**src/ksd_pkg.sv**
```systemverilog
// ----------------------------------------------------------------------------
// Keyboard scan-code decoder package
// Result kinds, actions, scan codes, key tables and shared structs.
// ----------------------------------------------------------------------------
package ksd_pkg;

    typedef enum logic [2:0] {
        KIND_NONE        = 3'd0,
        KIND_CHAR        = 3'd1,
        KIND_TAB         = 3'd2,
        KIND_BREAK       = 3'd3,
        KIND_NEW_CONSOLE = 3'd4,
        KIND_F11         = 3'd5,
        KIND_F12         = 3'd6,
        KIND_CMD         = 3'd7
    } ksd_kind_t;

    typedef enum logic [1:0] {
        ACT_SCAN  = 2'd0,
        ACT_SEND  = 2'd1,
        ACT_START = 2'd2
    } ksd_action_t;

    localparam logic [7:0] SC_TAB      = 8'h0F;
    localparam logic [7:0] SC_LSHIFT   = 8'h2A;
    localparam logic [7:0] SC_RSHIFT   = 8'h36;
    localparam logic [7:0] SC_LSHIFT_R = 8'hAA;
    localparam logic [7:0] SC_RSHIFT_R = 8'hB6;
    localparam logic [7:0] SC_CAPS     = 8'h3A;
    localparam logic [7:0] SC_NUM      = 8'h45;
    localparam logic [7:0] SC_SCROLL   = 8'h46;
    localparam logic [7:0] SC_F1       = 8'h3B;
    localparam logic [7:0] SC_F2       = 8'h3C;
    localparam logic [7:0] SC_F11      = 8'h57;
    localparam logic [7:0] SC_F12      = 8'h58;
    localparam logic [7:0] SC_ACK      = 8'hFA;
    localparam logic [7:0] SC_RESEND   = 8'hFE;

    localparam logic [7:0] CMD_LED     = 8'hED;
    localparam logic [7:0] CASE_OFFSET = 8'h20;
    localparam logic [7:0] CHAR_UC_A   = 8'h41;
    localparam logic [7:0] CHAR_UC_Z   = 8'h5A;

    // queue entry: bit3 LED byte kept, bits 2:0 LED byte
    localparam int ENTRY_W = 4;

    typedef struct packed {
        ksd_kind_t   kind;
        logic [7:0]  value;
        logic        set_left;
        logic        set_right;
        logic        clr_left;
        logic        clr_right;
        logic [2:0]  led_flip;
        logic        ack;
        logic        resend;
    } ksd_dec_t;

    typedef struct packed {
        logic        push;
        logic [2:0]  leds;
        logic        pop;
    } ksd_qreq_t;

    typedef struct packed {
        logic        not_empty;
        logic [7:0]  head_byte;
        logic        ovf_next;
    } ksd_qstat_t;

    function automatic logic [7:0] plain_char(input logic [6:0] idx);
        logic [7:0] ch;
        case (idx)
            7'h02: ch = 8'h31;  7'h03: ch = 8'h32;  7'h04: ch = 8'h33;
            7'h05: ch = 8'h34;  7'h06: ch = 8'h35;  7'h07: ch = 8'h36;
            7'h08: ch = 8'h37;  7'h09: ch = 8'h38;  7'h0A: ch = 8'h39;
            7'h0B: ch = 8'h30;  7'h0C: ch = 8'h2D;  7'h0D: ch = 8'h5E;
            7'h0E: ch = 8'h08;
            7'h10: ch = 8'h51;  7'h11: ch = 8'h57;  7'h12: ch = 8'h45;
            7'h13: ch = 8'h52;  7'h14: ch = 8'h54;  7'h15: ch = 8'h59;
            7'h16: ch = 8'h55;  7'h17: ch = 8'h49;  7'h18: ch = 8'h4F;
            7'h19: ch = 8'h50;  7'h1A: ch = 8'h40;  7'h1B: ch = 8'h5B;
            7'h1C: ch = 8'h0A;  7'h1E: ch = 8'h41;  7'h1F: ch = 8'h53;
            7'h20: ch = 8'h44;  7'h21: ch = 8'h46;  7'h22: ch = 8'h47;
            7'h23: ch = 8'h48;  7'h24: ch = 8'h4A;  7'h25: ch = 8'h4B;
            7'h26: ch = 8'h4C;  7'h27: ch = 8'h3B;  7'h28: ch = 8'h3A;
            7'h2B: ch = 8'h5D;  7'h2C: ch = 8'h5A;  7'h2D: ch = 8'h58;
            7'h2E: ch = 8'h43;  7'h2F: ch = 8'h56;
            7'h30: ch = 8'h42;  7'h31: ch = 8'h4E;  7'h32: ch = 8'h4D;
            7'h33: ch = 8'h2C;  7'h34: ch = 8'h2E;  7'h35: ch = 8'h2F;
            7'h37: ch = 8'h2A;  7'h39: ch = 8'h20;
            7'h47: ch = 8'h37;  7'h48: ch = 8'h38;  7'h49: ch = 8'h39;
            7'h4A: ch = 8'h2D;  7'h4B: ch = 8'h34;  7'h4C: ch = 8'h35;
            7'h4D: ch = 8'h36;  7'h4E: ch = 8'h2B;  7'h4F: ch = 8'h31;
            7'h50: ch = 8'h32;  7'h51: ch = 8'h33;  7'h52: ch = 8'h30;
            7'h53: ch = 8'h2E;
            7'h73: ch = 8'h5C;  7'h7D: ch = 8'h5C;
            default: ch = 8'h00;
        endcase
        return ch;
    endfunction

    function automatic logic [7:0] shifted_char(input logic [6:0] idx);
        logic [7:0] ch;
        case (idx)
            7'h02: ch = 8'h21;  7'h03: ch = 8'h22;  7'h04: ch = 8'h23;
            7'h05: ch = 8'h24;  7'h06: ch = 8'h25;  7'h07: ch = 8'h26;
            7'h08: ch = 8'h27;  7'h09: ch = 8'h28;  7'h0A: ch = 8'h29;
            7'h0B: ch = 8'h7E;  7'h0C: ch = 8'h3D;  7'h0D: ch = 8'h7E;
            7'h1A: ch = 8'h60;  7'h1B: ch = 8'h7B;
            7'h27: ch = 8'h2B;  7'h28: ch = 8'h2A;  7'h2B: ch = 8'h7D;
            7'h33: ch = 8'h3C;  7'h34: ch = 8'h3E;  7'h35: ch = 8'h3F;
            7'h73: ch = 8'h5F;  7'h7D: ch = 8'h7C;
            default: ch = plain_char(idx);
        endcase
        return ch;
    endfunction

endpackage

```
**src/ksd_decode.sv**
```systemverilog
// ----------------------------------------------------------------------------
// Keyboard scan-code decode
// Maps one scan byte to a character or event and flags its key actions.
// ----------------------------------------------------------------------------
module ksd_decode (
    input  logic [7:0]        code,
    input  logic              shift_active,
    input  logic              caps,
    output ksd_pkg::ksd_dec_t dec
);

    logic [7:0] ch;
    logic [7:0] ch_case;

    always_comb begin
        if (code[7]) begin
            ch = 8'h00;
        end else if (shift_active) begin
            ch = ksd_pkg::shifted_char(code[6:0]);
        end else begin
            ch = ksd_pkg::plain_char(code[6:0]);
        end
    end

    always_comb begin
        ch_case = ch;
        if (ch >= ksd_pkg::CHAR_UC_A && ch <= ksd_pkg::CHAR_UC_Z && caps == shift_active) begin
            ch_case = ch + ksd_pkg::CASE_OFFSET;
        end
    end

    always_comb begin
        dec           = '0;
        dec.value     = ch_case;
        dec.kind      = (ch_case != 8'h00) ? ksd_pkg::KIND_CHAR : ksd_pkg::KIND_NONE;
        case (code)
            ksd_pkg::SC_TAB:      dec.kind = ksd_pkg::KIND_TAB;
            ksd_pkg::SC_LSHIFT:   dec.set_left = 1'b1;
            ksd_pkg::SC_RSHIFT:   dec.set_right = 1'b1;
            ksd_pkg::SC_LSHIFT_R: dec.clr_left = 1'b1;
            ksd_pkg::SC_RSHIFT_R: dec.clr_right = 1'b1;
            ksd_pkg::SC_CAPS:     dec.led_flip = 3'b100;
            ksd_pkg::SC_NUM:      dec.led_flip = 3'b010;
            ksd_pkg::SC_SCROLL:   dec.led_flip = 3'b001;
            ksd_pkg::SC_F1: begin
                if (shift_active) begin
                    dec.kind = ksd_pkg::KIND_BREAK;
                end
            end
            ksd_pkg::SC_F2: begin
                if (shift_active) begin
                    dec.kind = ksd_pkg::KIND_NEW_CONSOLE;
                end
            end
            ksd_pkg::SC_F11:      dec.kind = ksd_pkg::KIND_F11;
            ksd_pkg::SC_F12:      dec.kind = ksd_pkg::KIND_F12;
            ksd_pkg::SC_ACK:      dec.ack = 1'b1;
            ksd_pkg::SC_RESEND:   dec.resend = 1'b1;
            default: ;
        endcase
    end

endmodule

```
**src/ksd_cmd_queue.sv**
```systemverilog
// ----------------------------------------------------------------------------
// Keyboard command queue
// Byte queue for keyboard commands, held as LED command pairs in a memory
// with the head entry prefetched into a read register.
// ----------------------------------------------------------------------------
module ksd_cmd_queue #(
    parameter int DEPTH = 32
) (
    input  logic                aclk,
    input  logic                aresetn,
    input  ksd_pkg::ksd_qreq_t  req,
    output ksd_pkg::ksd_qstat_t stat
);

    localparam int PTR_W = $clog2(DEPTH);
    localparam int CNT_W = $clog2(DEPTH + 1);
    localparam logic [PTR_W-1:0] PTR_LAST  = PTR_W'(DEPTH - 1);
    localparam logic [CNT_W-1:0] CNT_FULL  = CNT_W'(DEPTH);
    localparam logic [CNT_W-1:0] CNT_ALMOST = CNT_W'(DEPTH - 1);

    logic [ksd_pkg::ENTRY_W-1:0] mem_reg [DEPTH];
    logic [ksd_pkg::ENTRY_W-1:0] rd_reg;

    logic [PTR_W-1:0] head_reg, head_next;
    logic [PTR_W-1:0] tail_reg, tail_next;
    logic [CNT_W-1:0] count_reg, count_next;
    logic             half_reg, half_next;
    logic             ovf_reg, ovf_next;

    logic                        wr_en;
    logic [ksd_pkg::ENTRY_W-1:0] wr_data;

    always_comb begin
        head_next  = head_reg;
        tail_next  = tail_reg;
        count_next = count_reg;
        half_next  = half_reg;
        ovf_next   = ovf_reg;
        wr_en      = 1'b0;
        wr_data    = {1'b1, req.leds};
        if (req.push) begin
            if (count_reg == CNT_FULL) begin
                ovf_next = 1'b1;
            end else begin
                wr_en     = 1'b1;
                tail_next = (tail_reg == PTR_LAST) ? '0 : tail_reg + PTR_W'(1);
                if (count_reg == CNT_ALMOST) begin
                    // only the command byte fits
                    wr_data    = {1'b0, req.leds};
                    count_next = count_reg + CNT_W'(1);
                    ovf_next   = 1'b1;
                end else begin
                    count_next = count_reg + CNT_W'(2);
                end
            end
        end else if (req.pop && count_reg != '0) begin
            count_next = count_reg - CNT_W'(1);
            if (!half_reg && rd_reg[ksd_pkg::ENTRY_W-1]) begin
                half_next = 1'b1;
            end else begin
                half_next = 1'b0;
                head_next = (head_reg == PTR_LAST) ? '0 : head_reg + PTR_W'(1);
            end
        end
    end

    always_ff @(posedge aclk) begin
        if (!aresetn) begin
            head_reg  <= '0;
            tail_reg  <= '0;
            count_reg <= '0;
            half_reg  <= 1'b0;
            ovf_reg   <= 1'b0;
        end else begin
            head_reg  <= head_next;
            tail_reg  <= tail_next;
            count_reg <= count_next;
            half_reg  <= half_next;
            ovf_reg   <= ovf_next;
        end
    end

    always_ff @(posedge aclk) begin
        if (wr_en) begin
            mem_reg[tail_reg] <= wr_data;
        end
        if (wr_en && tail_reg == head_next) begin
            rd_reg <= wr_data;
        end else begin
            rd_reg <= mem_reg[head_next];
        end
    end

    always_comb begin
        stat.not_empty = (count_reg != '0);
        stat.head_byte = half_reg ? {5'b00000, rd_reg[2:0]} : ksd_pkg::CMD_LED;
        stat.ovf_next  = ovf_next;
    end

endmodule

```
**src/keyboard_scancode_decoder_unit.sv**
```systemverilog
// ----------------------------------------------------------------------------
// Keyboard scan-code decoder unit
// Set 1 scan codes to characters and events for a Japanese layout, with
// shift and lock-key tracking and a queue of LED commands for the keyboard.
// ----------------------------------------------------------------------------
// Takes one item per clock unless m_tready holds a waiting result, and returns
// exactly one result item for each: the item is registered, decoded and
// acted on in one pass, and the result is registered. Throughput is one item
// per cycle without back-pressure, set by the single pass from input register
// to result register; the command queue memory keeps its head entry in a read
// register so that a send never waits on a memory read. The result register
// and the input register are separate, so one item is still taken while a
// result waits on m_tready.
module keyboard_scancode_decoder_unit #(
    parameter int QUEUE_DEPTH = 32
) (
    input  logic        aclk,
    input  logic        aresetn,
    input  logic        cfg_wr_en,
    input  logic [2:0]  cfg_wr_data,   // initial_leds
    input  logic        s_tvalid,
    output logic        s_tready,
    input  logic [7:0]  s_tdata,       // [7:0] scan_code
    input  logic [1:0]  s_tuser,       // [1:0] action
    output logic        m_tvalid,
    input  logic        m_tready,
    output logic [15:0] m_tdata,       // [7:0] value, [8] queue_overflow
    output logic [2:0]  m_tuser        // [2:0] kind
);

    logic       in_valid_reg;
    logic [1:0] in_action_reg;
    logic [7:0] in_code_reg;

    logic       out_valid_reg;
    logic [2:0] out_kind_reg, out_kind_next;
    logic [7:0] out_value_reg, out_value_next;
    logic       out_ovf_reg;

    logic [2:0] init_leds_reg;
    logic [1:0] shift_reg, shift_next;
    logic [2:0] leds_reg, leds_next;
    logic       ack_reg, ack_next;
    logic [7:0] sent_reg, sent_next;

    logic advance;
    logic fire;

    ksd_pkg::ksd_dec_t   dec;
    ksd_pkg::ksd_qreq_t  qreq;
    ksd_pkg::ksd_qstat_t qstat;

    assign advance  = !out_valid_reg || m_tready;
    assign fire     = in_valid_reg && advance;
    assign s_tready = !in_valid_reg || advance;

    ksd_decode u_decode (
        .code         (in_code_reg),
        .shift_active (shift_reg != 2'b00),
        .caps         (leds_reg[2]),
        .dec          (dec)
    );

    ksd_cmd_queue #(
        .DEPTH (QUEUE_DEPTH)
    ) u_cmd_queue (
        .aclk    (aclk),
        .aresetn (aresetn),
        .req     (qreq),
        .stat    (qstat)
    );

    always_comb begin
        shift_next     = shift_reg;
        leds_next      = leds_reg;
        ack_next       = ack_reg;
        sent_next      = sent_reg;
        out_kind_next  = ksd_pkg::KIND_NONE;
        out_value_next = 8'h00;
        qreq           = '0;
        if (fire) begin
            case (ksd_pkg::ksd_action_t'(in_action_reg))
                ksd_pkg::ACT_SCAN: begin
                    out_kind_next  = dec.kind;
                    out_value_next = dec.value;
                    if (dec.set_left) begin
                        shift_next[0] = 1'b1;
                    end
                    if (dec.set_right) begin
                        shift_next[1] = 1'b1;
                    end
                    if (dec.clr_left) begin
                        shift_next[0] = 1'b0;
                    end
                    if (dec.clr_right) begin
                        shift_next[1] = 1'b0;
                    end
                    leds_next = leds_reg ^ dec.led_flip;
                    qreq.push = (dec.led_flip != 3'b000);
                    qreq.leds = leds_next;
                    if (dec.ack) begin
                        ack_next = 1'b0;
                    end
                    if (dec.resend && ack_reg) begin
                        out_kind_next  = ksd_pkg::KIND_CMD;
                        out_value_next = sent_reg;
                    end
                end
                ksd_pkg::ACT_SEND: begin
                    if (qstat.not_empty && !ack_reg) begin
                        qreq.pop       = 1'b1;
                        sent_next      = qstat.head_byte;
                        ack_next       = 1'b1;
                        out_kind_next  = ksd_pkg::KIND_CMD;
                        out_value_next = qstat.head_byte;
                    end
                end
                ksd_pkg::ACT_START: begin
                    leds_next = init_leds_reg;
                    qreq.push = 1'b1;
                    qreq.leds = init_leds_reg;
                end
                default: ;
            endcase
        end
    end

    always_ff @(posedge aclk) begin
        if (!aresetn) begin
            in_valid_reg  <= 1'b0;
            out_valid_reg <= 1'b0;
            init_leds_reg <= 3'b000;
            shift_reg     <= 2'b00;
            leds_reg      <= 3'b000;
            ack_reg       <= 1'b0;
            sent_reg      <= 8'h00;
        end else begin
            if (s_tready) begin
                in_valid_reg <= s_tvalid;
            end
            if (advance) begin
                out_valid_reg <= in_valid_reg;
            end
            if (cfg_wr_en) begin
                init_leds_reg <= cfg_wr_data;
            end
            shift_reg <= shift_next;
            leds_reg  <= leds_next;
            ack_reg   <= ack_next;
            sent_reg  <= sent_next;
        end
    end

    always_ff @(posedge aclk) begin
        if (s_tvalid && s_tready) begin
            in_action_reg <= s_tuser;
            in_code_reg   <= s_tdata;
        end
        if (fire) begin
            out_kind_reg  <= out_kind_next;
            out_value_reg <= out_value_next;
            out_ovf_reg   <= qstat.ovf_next;
        end
    end

    assign m_tvalid = out_valid_reg;
    assign m_tdata  = {7'b0000000, out_ovf_reg, out_value_reg};
    assign m_tuser  = out_kind_reg;

endmodule

```
**config.mk**
```make
export PLATFORM = sky130hd
export DESIGN_NAME = keyboard_scancode_decoder_unit
export DESIGN_NICKNAME = d
export VERILOG_FILES = /design/src/ksd_pkg.sv /design/src/ksd_decode.sv /design/src/ksd_cmd_queue.sv /design/src/keyboard_scancode_decoder_unit.sv
export SDC_FILE = /design/constraint.sdc
export NUM_CORES = 1
export LEC_CHECK = 0
export ABC_CLOCK_PERIOD_IN_PS = 5200
export BUFFER_PORTS_ARGS = -buffer_cell sky130_fd_sc_hd__buf_4
export CAP_MARGIN = 30
export CELL_PAD_IN_SITES_DETAIL_PLACEMENT = 0
export CELL_PAD_IN_SITES_GLOBAL_PLACEMENT = 1
export CORE_ASPECT_RATIO = 1.1
export CORE_MARGIN = 2
export CORE_UTILIZATION = 55
export CTS_CLUSTER_SIZE = 20
export DETAILED_ROUTE_END_ITERATION = 12
export GPL_TIMING_DRIVEN = 0
export PLACE_DENSITY = 0.9
export SLEW_MARGIN = 20
export SYNTH_ARGS = -nofsm -noshare
export SYNTH_HDL_FRONTEND = slang
export SYNTH_SLANG_ARGS = --single-unit
```
**constraint.sdc**
```tcl
create_clock -name aclk -period 5.2 [get_ports aclk]
set_input_delay 1.04 -clock aclk [delete_from_list [all_inputs] [get_ports aclk]]
set_output_delay 1.04 -clock aclk [all_outputs]
set_load 0.02 [all_outputs]
```
==> results.md <==
- Port Buffers: 31
- CTS root buffer: clkbuf_16
- Final Max Tran Viols: 0
- Die height: 146 µm
- Layout Utilization: a little over three fifths
- P_leak: 3.79 nW
- DP Area: ~0.011 mm²
- Clock Skews: 0.00997 ns
- Critical Path Slowest Stage Cell: mux2i_1
- Share of cells above drive strength 1: ~18%
- Commonest non-fill, non-tap cell in the layout: edfxtp_1
- Reg power frac: 51.4%
- Layout area overhead: 11.7%
- Finished Cell Area: approximately 0.011 mm²
- Tightest Pin Transition: 0.931 ns
- Status: complete, no violations
- I/O pin cnt: 39
- Total negative setup slack: 0 ns
- Register area share after synthesis: 54.0%
- Fmax achieved: 0.250 GHz
- Hold buffers post-CTS: 0
- Placed Instances: about 1,100
- Final hold slack: 0.502 ns
- Critical Path AT: about 4.3 ns
- Commonest cells after routing, fill and taps aside: edfxtp_1 (150), nor2_1 (77), nand2_1 (67), o21ai_0 (46), dfxtp_1 (45)
- Final Hold Viols: 0
- Crit path cell chain: buf_4 -> nand3b_1 -> nand2_2 -> mux2i_1 -> inv_1 -> ha_1 -> clkbuf_1 -> a211oi_1 -> o311ai_0 -> o21ai_0 -> o22ai_1
- Post-cts resize count: 0
- Worst Path Required: 5.54 ns
- Syn_area_per_cell: 11.9 µm²
- Dominant cells by area after synthesis: edfxtp_1 (45%), dfxtp_1 (9.0%), mux4_2 (9.0%)
- Core Area: 0.0178 mm²
- HPWL Detailed: around 17,000 µm
- Setup repair bufs after CTS: 0
- Switch Pwr: 830 µW
- H-tree Lvls: 4
- RSZ-0062 raised after global routing: no
- WP buf/inv: 3
- Max-Cap Viols: 0
- Wirelength per Cell: just over 20 µm
- Largest net degree at the start of global routing: 34
- EDFF count, synth: 150
- Global-route usage over all layers: roughly 25%
- Gr ovfl total: 0
- Async SR Flop Fraction: 0%
- CP max stage delay: 0.70 ns
- RePlAce Congestion: 0.942
- First-pass GRT wire length: between 30,000 and 40,000 µm
- Power share of the clock group: 37.7%
- Vias in the first global route: 6,475
- Flop2flop setup slack: between 1.5 and 2 ns
- Row count: just over 50
- Slew HR: a little over a third
- First-pass DRT Iterations: 7
- Clk buf depth: 2
- Total number of vias: 7,135
- Logic gate share of total power: 10.8%
- DR iter-0 viols: 863
- CTS tree: done
- # DRC: 0
- Synth top area share: 45.0%
- Max reg flops: 128
- CP top delay family: compound AO/OA/AOI/OAI gates
- Post-DRT Antenna Nets: 0
- Cells after Synth: 843
- Biggest area consumer among synthesized cells: edfxtp_1
- Overall power: roughly 3.3 mW
- Clock Sinks: roughly 200
- Worst Path Max Fanout: 10
- Mapped Area: 0.0100 mm²
- Prevailing post-synth register cell: edfxtp_1
- Final min period: 4.00 ns
- Chip Width: ~130 µm
- Fin crit share: between 70% and 80%
- Clk Latency, worst-skew pair: between 0.4 and 0.5 ns
- Starting Density: between 50% and 60%
- Endpoints failing setup: 0
- Die ar.: between 0.015 and 0.02 mm²
- Routed WL: about 23,000 µm
- Hold WC Path Type: flop to flop
- Crit path launch type: primary input
- Setup slack after layout: 1.20 ns
- Pint: ~2.5 mW
- Post-synth cell types: a little over 80
- DP Worst Slack: 0.904 ns
- Final instance count without filler cells: 1,153
- Switching part of the total power: 25.0%
- Clock slew at reported path FFs: 0.07 ns
- CP Capture Type: flop
- Crit path kind: primary input to flop
- Worst vdd ir: between 0.2 and 0.25 mV
- FF+latch count, synth: 195
- ANT cells: 0
- Fin nets: 940
- Power Density: roughly 300 mW/mm²
- CTS buffer count: 17
- Initial antenna violation count: 0
- Yosys warnings: 0
- Vias/cell: slightly above 6
layout make-up:
cell class                 count  area [µm²]
fill                        1360        6610
sequential                   195        5410
multi-input combinational    578        4280
clock buffer                  20         437
buffer                        60         310
tap                          238         298
timing repair buffer          34         274
clock inverter                12         125
inverter                      16        60.1
cells by family (layout without fill, tap and decap cells):
group | after synthesis | after routing | synth area share [%]
AOI/OAI and AO/OA | 192 | 192 | 13.2
xor gates and xnor gates | 9 | 9 | 0.787
adders and majority gates | 20 | 20 | 2.50
buffers and inverters | 76 | 142 | 3.70
DFF | 195 | 195 | 54.0
muxes | 59 | 59 | 11.0
other | 1 | 7 | 0.0374
and+or+nand+nor | 291 | 291 | 14.9
power groups by stage:
stage / Sequential [mW] / Combinational, mW / Clock [mW]
after floorplan: 1.74 / 0.251 / 0
after global placement: 1.74 / 0.350 / 0
after detailed placement: 1.74 / 0.351 / 0
after CTS: 1.71 / 0.353 / 1.26
after global routing: 1.71 / 0.391 / 1.31
final: 1.71 / 0.360 / 1.25
synth_stat cells (4+ instances only):
master	count
a22oi_1	5
a21boi_0	7
o22ai_1	12
nand2b_1	10
edfxtp_1	150
nor4_1	4
o211a_1	6
inv_1	14
o21ai_0	46
nor3b_1	4
o211ai_1	8
and2_1	16
nand3_1	22
o31ai_1	5
nand2_1	67
a21oi_1	38
buf_2	11
buf_4	9
a31oi_1	9
xnor2_1	7
nor2b_1	16
nand4_1	5
ha_1	20
buf_6	5
nand3b_1	6
nor2_1	79
mux2i_1	13
dfxtp_1	45
nor3_1	24
mux2_2	6
a211oi_1	7
a21o_1	6
and3_1	6
clkbuf_1	32
mux4_2	40
or2_2	4
routing by layer:
metal	vias up	GRT usage [%]	part of all wire (%)
met5	-	0	0
met3	25	3.38	8.0
met1	3449	37.8	44
met4	0	6.72	1.4
met2	348	37.4	46
li1	3313	-	-
worst paths after layout:
| kind | start | endpoint | cells after the start |
|---|---|---|---|
| worst min register to register | in_valid_reg$_SDFFE_PN0N_ | m_tvalid$_SDFFE_PN0P_ | 2 |
| worst min-delay path | in_valid_reg$_SDFFE_PN0N_ | m_tvalid$_SDFFE_PN0P_ | 2 |
| worst max-delay path | m_tready | flop | 11 |
| worst max register to register | flop | out_value_reg[0]$_DFFE_PP_ | 7 |
worst register-to-register path, cell delays in order, from the launching register on:
cell	delay, ns
dfxtp_1	0.52
clkbuf_1	0.52
clkbuf_1	0.68
mux4_2	0.44
mux4_2	0.52
mux2i_1	0.28
a21oi_1	0.10
or2_2	0.30
Note: power is estimated with default switching activity, not from simulation.
